===== config.mk =====
export PLATFORM = sky130hd
export DESIGN_NAME = sacl_front
export DESIGN_NICKNAME = d
export VERILOG_FILES = /design/src/rtl/sacl_pkg.sv /design/src/rtl/sacl_front.sv
export SDC_FILE = /design/constraint.sdc
export NUM_CORES = 1
export LEC_CHECK = 0
export BUFFER_PORTS_ARGS = -buffer_cell sky130_fd_sc_hd__buf_2
export CAP_MARGIN = 20
export CORE_ASPECT_RATIO = 1.4
export CORE_MARGIN = 3
export CORE_UTILIZATION = 42
export CTS_CLUSTER_SIZE = 8
export DETAILED_ROUTE_END_ITERATION = 10
export GPL_TIMING_DRIVEN = 0
export PLACE_DENSITY = 0.57
export SLEW_MARGIN = 20
export SYNTH_ARGS = -nofsm -noshare
export SYNTH_HDL_FRONTEND = slang
export SYNTH_SLANG_ARGS = --single-unit

===== constraint.sdc =====
create_clock -name clk -period 9 [get_ports clk]
set_input_delay 0.45 -clock clk [delete_from_list [all_inputs] [get_ports clk]]
set_output_delay 0.45 -clock clk [all_outputs]
set_load 0.02 [all_outputs]

===== src/rtl/sacl_pkg.sv =====
// shared types and constants of the set-associative tag store
// no dependencies; used by the front end, back end and top level by scoped names
package sacl_pkg;

  // configuration port geometry
  localparam int CFG_IDX_W  = 2;
  localparam int CFG_DATA_W = 6;

  // widths of the configuration registers
  localparam int SIB_W  = 3;
  localparam int WCL_W  = 2;
  localparam int BOB_W  = 6;
  localparam int MODE_W = 1;

  // configuration register indexes
  typedef enum logic [CFG_IDX_W-1:0] {
    REG_SET_INDEX_BITS    = 2'd0,
    REG_WAY_COUNT_LOG     = 2'd1,
    REG_BLOCK_OFFSET_BITS = 2'd2,
    REG_REPLACEMENT_MODE  = 2'd3
  } cfg_reg_t;

  // replacement modes
  localparam logic [MODE_W-1:0] MODE_LRU  = 1'b0;
  localparam logic [MODE_W-1:0] MODE_FIFO = 1'b1;

  // back end sequencer states
  typedef enum logic [1:0] {
    ST_CLEAR,
    ST_IDLE,
    ST_EVAL
  } back_state_t;

  // control from back end to front end
  typedef struct packed {
    logic pop;
    logic clearing;
  } back_ctl_t;

endpackage


===== src/rtl/sacl_front.sv =====
// front end: accepts addresses, splits them into set and tag, stamps them
// and holds them in a two-entry queue for the back end; uses sacl_pkg
module sacl_front #(
  parameter int LOG_SETS   = 6,
  parameter int ADDR_BITS  = 64,
  parameter int STAMP_BITS = 32
) (
  input  logic                                      clk,
  input  logic                                      rst_n,
  input  logic                                      in_push,
  output logic                                      in_full,
  input  logic [ADDR_BITS-1:0]                      in_address,
  input  logic [sacl_pkg::SIB_W-1:0]                cfg_set_index_bits,
  input  logic [sacl_pkg::BOB_W-1:0]                cfg_block_offset_bits,
  input  sacl_pkg::back_ctl_t                       back_ctl,
  output logic                                      q_valid,
  output logic [((LOG_SETS > 0) ? LOG_SETS : 1)-1:0] q_set,
  output logic [ADDR_BITS-1:0]                      q_tag,
  output logic [STAMP_BITS-1:0]                     q_stamp
);

  localparam int SET_W = (LOG_SETS > 0) ? LOG_SETS : 1;

  logic                  accept;
  logic [3:0]            sbits;
  logic [ADDR_BITS-1:0]  off_sh;
  logic [SET_W-1:0]      set_mask;
  logic [6:0]            tag_shift;
  logic [SET_W-1:0]      dec_set;
  logic [ADDR_BITS-1:0]  dec_tag;

  logic [STAMP_BITS-1:0] cnt_r, cnt_nxt;

  logic [SET_W-1:0]      qs_set_r   [2];
  logic [ADDR_BITS-1:0]  qs_tag_r   [2];
  logic [STAMP_BITS-1:0] qs_stamp_r [2];
  logic                  wr_ptr_r, wr_ptr_nxt;
  logic                  rd_ptr_r, rd_ptr_nxt;
  logic [1:0]            fill_r, fill_nxt;
  logic                  do_pop;

  // handshake
  assign in_full = (fill_r == 2'd2) || back_ctl.clearing;
  assign accept  = in_push && !in_full;
  assign do_pop  = back_ctl.pop && q_valid;

  // address split
  always_comb begin
    sbits     = ({1'b0, cfg_set_index_bits} > 4'(LOG_SETS)) ? 4'(LOG_SETS)
                                                            : {1'b0, cfg_set_index_bits};
    off_sh    = in_address >> cfg_block_offset_bits;
    set_mask  = ~({SET_W{1'b1}} << sbits);
    dec_set   = off_sh[SET_W-1:0] & set_mask;
    tag_shift = 7'(cfg_block_offset_bits) + 7'(sbits);
    dec_tag   = in_address >> tag_shift;
  end

  // saturating access counter, the new value stamps the request
  always_comb begin
    cnt_nxt = cnt_r;
    if (accept && (cnt_r != {STAMP_BITS{1'b1}})) begin
      cnt_nxt = cnt_r + STAMP_BITS'(1);
    end
  end

  // queue pointers and fill level
  always_comb begin
    wr_ptr_nxt = wr_ptr_r;
    rd_ptr_nxt = rd_ptr_r;
    fill_nxt   = fill_r;
    if (accept) begin
      wr_ptr_nxt = ~wr_ptr_r;
    end
    if (do_pop) begin
      rd_ptr_nxt = ~rd_ptr_r;
    end
    if (accept && !do_pop) begin
      fill_nxt = fill_r + 2'd1;
    end else if (!accept && do_pop) begin
      fill_nxt = fill_r - 2'd1;
    end
  end

  always_ff @(posedge clk) begin
    if (!rst_n) begin
      cnt_r    <= '0;
      wr_ptr_r <= 1'b0;
      rd_ptr_r <= 1'b0;
      fill_r   <= 2'd0;
    end else begin
      cnt_r    <= cnt_nxt;
      wr_ptr_r <= wr_ptr_nxt;
      rd_ptr_r <= rd_ptr_nxt;
      fill_r   <= fill_nxt;
    end
  end

  // queue payload
  always_ff @(posedge clk) begin
    if (accept) begin
      qs_set_r[wr_ptr_r]   <= dec_set;
      qs_tag_r[wr_ptr_r]   <= dec_tag;
      qs_stamp_r[wr_ptr_r] <= cnt_nxt;
    end
  end

  // queue head
  assign q_valid = (fill_r != 2'd0);
  assign q_set   = qs_set_r[rd_ptr_r];
  assign q_tag   = qs_tag_r[rd_ptr_r];
  assign q_stamp = qs_stamp_r[rd_ptr_r];

endmodule


==> results.md <==
- Flop and latch count out of synthesis: between 200 and 250
- Crit Path Class: in2reg
- Fraction of layout cells with a size suffix above 1: between 30% and 40%
- Residual DRC count: 0
- WL per Instance: 26.8 µm
- Endpoint arrival time on the critical path: around 5.6 ns
- Post-synthesis sequential area ratio: a little over two fifths
- X dimension of the die: between 150 and 200 µm
- I/O pin count: 182
- Clock insertion delay at the later pin of the skew report: about 0.50 ns
- Worst hold margin: between 0.3 and 0.4 ns
- Worst hold path depth: 2
- Syn Inst Count: 1236
- End of the worst register-to-register path: cnt_r[25]
- Worst voltage drop across the vdd grid: about 0.11 mV
- Clock tree root buffer cell: sky130_fd_sc_hd__clkbuf_16
- Final nets: 1545
- Skew final: approximately 0.018 ns
- Area of placed instances: ~17000 µm²
- Post-Synth Simple-Gate Area: a little under a tenth
- Row cnt: 83
- Worst setup path startpoint: cfg_block_offset_bits[1]
- Synthesized-area fraction occupied by adder cells: less than 1%
- Ys async rst share: 0%
- Clock buffers created by TritonCTS: 36
- Placeable core region: ~37000 µm²
- Count of routing violations after the opening detailed-route iteration: roughly 1000
- PnR worst setup slack: between 3 and 4 ns
- Clock Sinks: 241
- Required time worst endpoint: ~9 ns
- Post_cts resized: 0
- Routability Congestion: roughly 1
- Final number of setup-violating endpoints: 0
- Die Y: between 200 and 250 µm
- Via/cell ratio: about 6.3
- Max-slew violation total from the final report: 0
- Result of the run: finished clean
- Multiplexer fraction of the synthesized cell area: a little under a third
- First-pass GRT wire length: approximately 78 mm
- Peak fanout along the critical path: 10
- Origin of the critical flop-to-flop path: fill_r[0]
- All-layer global routing usage: around a quarter
- Fillcell total: approximately 3300
- Aggregate negative setup slack: 0 ns
- Final period demand of the worst path: 5.39 ns
- Total overflow reported by the global router: 0
- Start point of the worst hold path: rst_n
- Fraction of the mapped netlist area in compound gates: approximately a tenth
- Pleak: 0.00681 µW
- Clock transition time at the flip-flop clock pins of the worst setup and hold paths: 0.05 ns
- HPWL Detailed: roughly 40 mm
- Yosys warning count: 0
- Vias in the first global route: 12378
- Post-Synthesis Mean Instance Area: about 13 µm²
- Main combinational cell family by area after synthesis: multiplexers
- Max Cap Viol: 0
- Number of vias after detailed routing: 12318
- Area of the mapped netlist: about 16000 µm²
- Die area: roughly 40000 µm²
- Initial core utilization: between 40% and 50%
- Relative area change from synthesis to final layout: 16.8%
- P per Cell Area: about 230 nW/µm²
- Dominant register cell in the synthesized netlist: sky130_fd_sc_hd__edfxtp_1
- Portion of the clock cycle consumed by the worst path in the final layout: roughly 60%
- Mapped Nets: between 1000 and 1500
- Sequential cell area: roughly 7000 µm²
- Buffer depth of the longest clock path: 3
- Setup slack after placement: approximately 3.1 ns
- Final cell area excluding filler cells: ~18000 µm²
- FMAX: 0.185 GHz
- Maximum number of pins on one net before global-route repair: 48
- RSZ-0062 raised after global routing: no
- Worst-Margin Slew: ~1.0 ns
- Hold-fix buffers, CTS: 0
- End point of the worst hold path: fill_r[1]
- Initial antenna violation count: 1
- Detailed Routing Iterations Pass 1: 5
- Post-Synth XOR/XNOR Area: between 2 and 2.5%
- FF-to-FF setup slack: between 6 and 7 ns
- Nature of the critical path startpoint: primary input
- Combined area of the multi-input logic cells: between 8000 and 9000 µm²
- Port bufs: approximately 180
- Worst slew margin relative to its limit: 30.7%
- Routed Antenna Nets: 0
- Number of failing hold endpoints at the final stage: 0
- Buffers inserted by post-CTS timing repair: 0
- Clock tree from TritonCTS: yes
- Number of enable flip-flop cells after synthesis: a little over 200
- Count of distinct cell types in the synthesized netlist: 80
- Number of cell instances on the worst register-to-register path: 8
- Total wirelength of the detailed-routed design: ~52 mm
- CTS H-Tree Depth: 2
- Category of the worst setup path capture point: flop
- Worst hold-check path type: in2reg
-- state kept, by name, indices dropped and copies added (netlist names), named ones only --
register and cells:
qs_tag_r 128, qs_stamp_r 64, cnt_r 32, qs_set_r 12, fill_r 2, rd_ptr_r 1, wr_ptr_r 1
-- power by group --
group,leakage (µW),internal (µW),switching (µW)
Clock,0.000476,728,440
Sequential,0.00225,1340,23.3
Combinational,0.00409,615,1010
Total,0.00681,2680,1470
-- stage by stage --
stage / util (%) / total power [µW] / instances
5_1_grt: 49.8 / 4340 / 1944
3_3_place_gp: 46.7 / 2990 / 1884
3_5_place_dp: 47.2 / 3000 / 1890
2_1_floorplan: - / 2440 / 1236
6_report: 49.8 / 4150 / 1944
4_1_cts: 49.8 / 4180 / 1943
-- worst max path at each step --
stage | slack, ns | end
final | 3.61 | qs_tag_r[1][6]
after global routing | 3.43 | qs_tag_r[0][11]
after CTS | 3.65 | qs_tag_r[0][6]
after detailed placement | 3.13 | qs_tag_r[1][6]
after global placement | 0.43 | qs_tag_r[0][3]
after floorplan | 3.36 | qs_set_r[0][0]
-- cell usage after synthesis, types with 9 or more instances --
| library cell | instances | area share, % |
|---|---|---|
| sky130_fd_sc_hd__a22oi_1 | 20 | 0.95 |
| sky130_fd_sc_hd__buf_1 | 12 | 0.29 |
| sky130_fd_sc_hd__buf_2 | 26 | 0.83 |
| sky130_fd_sc_hd__and2_1 | 48 | 1.9 |
| sky130_fd_sc_hd__a22o_1 | 12 | 0.67 |
| sky130_fd_sc_hd__mux2_2 | 112 | 8.0 |
| sky130_fd_sc_hd__a211oi_1 | 11 | 0.52 |
| sky130_fd_sc_hd__edfxtp_1 | 204 | 39 |
| sky130_fd_sc_hd__o22ai_1 | 21 | 0.83 |
| sky130_fd_sc_hd__xor2_1 | 14 | 0.78 |
| sky130_fd_sc_hd__nand2_1 | 101 | 2.4 |
| sky130_fd_sc_hd__mux4_2 | 116 | 17 |
| sky130_fd_sc_hd__o211ai_1 | 16 | 0.76 |
| sky130_fd_sc_hd__nor3_1 | 12 | 0.38 |
| sky130_fd_sc_hd__xnor2_1 | 22 | 1.2 |
| sky130_fd_sc_hd__o221ai_1 | 9 | 0.50 |
| sky130_fd_sc_hd__dfxtp_1 | 37 | 4.7 |
| sky130_fd_sc_hd__nor2_1 | 78 | 1.9 |
| sky130_fd_sc_hd__clkbuf_1 | 42 | 1.0 |
| sky130_fd_sc_hd__nand3_1 | 28 | 0.89 |
| sky130_fd_sc_hd__inv_1 | 12 | 0.29 |
| sky130_fd_sc_hd__o21ai_0 | 20 | 0.64 |
| sky130_fd_sc_hd__mux2i_1 | 89 | 5.7 |
| sky130_fd_sc_hd__a21oi_1 | 26 | 0.83 |
-- cells by family (layout without fill, tap and decap cells) --
kind of cell,count (synthesis),in the layout
xor+xnor,38,38
buf+inv,102,342
simple gates,310,310
other cells,0,1
compound gates,217,217
flops,241,241
fa+ha+maj,6,6
mux,322,322
-- metal layers --
| layer | vias up | share of wire [%] | GRT usage, % |
|---|---|---|---|
| li1 | 5388 | - | - |
| met1 | 6209 | 39 | 32.1 |
| met2 | 596 | 50 | 43.3 |
| met3 | 125 | 5.5 | 2.71 |
| met4 | 0 | 5.8 | 13.7 |
| met5 | - | 0 | 0 |
-- placed cells by master (no fill, tap or decap), types with 7 or more instances in the layout --
cell type and count:
sky130_fd_sc_hd__and3_1 8, sky130_fd_sc_hd__buf_1 12, sky130_fd_sc_hd__o221ai_1 9, sky130_fd_sc_hd__xnor2_1 22, sky130_fd_sc_hd__o211ai_1 16, sky130_fd_sc_hd__a22o_1 12
sky130_fd_sc_hd__o21ai_0 20, sky130_fd_sc_hd__dfxtp_1 37, sky130_fd_sc_hd__clkbuf_1 56, sky130_fd_sc_hd__o21a_1 7, sky130_fd_sc_hd__edfxtp_1 204, sky130_fd_sc_hd__mux2_2 112
sky130_fd_sc_hd__xor2_1 14, sky130_fd_sc_hd__a22oi_1 20, sky130_fd_sc_hd__nand3_1 28, sky130_fd_sc_hd__and2_1 47, sky130_fd_sc_hd__a21oi_1 25, sky130_fd_sc_hd__inv_1 12
sky130_fd_sc_hd__clkbuf_16 36, sky130_fd_sc_hd__mux2i_1 88, sky130_fd_sc_hd__nand2b_1 7, sky130_fd_sc_hd__nor3_1 12, sky130_fd_sc_hd__a211oi_1 11, sky130_fd_sc_hd__nand2_1 101
sky130_fd_sc_hd__a31oi_1 7, sky130_fd_sc_hd__and4_1 7, sky130_fd_sc_hd__buf_2 207, sky130_fd_sc_hd__o21ai_1 8, sky130_fd_sc_hd__o22ai_1 21, sky130_fd_sc_hd__mux4_2 116
sky130_fd_sc_hd__nor2_1 77
-- cell type report --
cell class | instances | share of cell area, %
Tap cell | 467 | 3.18
Timing Repair Buffer | 187 | 5.71
Multi-Input combinational cell | 893 | 45.8
Antenna cell | 1 | 0.0136
Sequential cell | 241 | 37.4
Clock inverter | 3 | 0.184
Buffer | 86 | 2.16
Clock buffer | 50 | 5.19
Inverter | 16 | 0.368
-- worst max-delay path: stages --
cell and delay (ns):
sky130_fd_sc_hd__buf_2 0.11, sky130_fd_sc_hd__buf_2 0.23, sky130_fd_sc_hd__buf_2 0.40, sky130_fd_sc_hd__clkinv_1 0.37, sky130_fd_sc_hd__fa_1 0.56, sky130_fd_sc_hd__xnor2_1 0.85
sky130_fd_sc_hd__buf_2 0.47, sky130_fd_sc_hd__buf_1 0.70, sky130_fd_sc_hd__mux2i_1 0.35, sky130_fd_sc_hd__mux2i_1 0.15, sky130_fd_sc_hd__a22o_1 0.23, sky130_fd_sc_hd__a211oi_1 0.37
sky130_fd_sc_hd__o2111ai_1 0.30
Power figures use the tool's default switching activity.
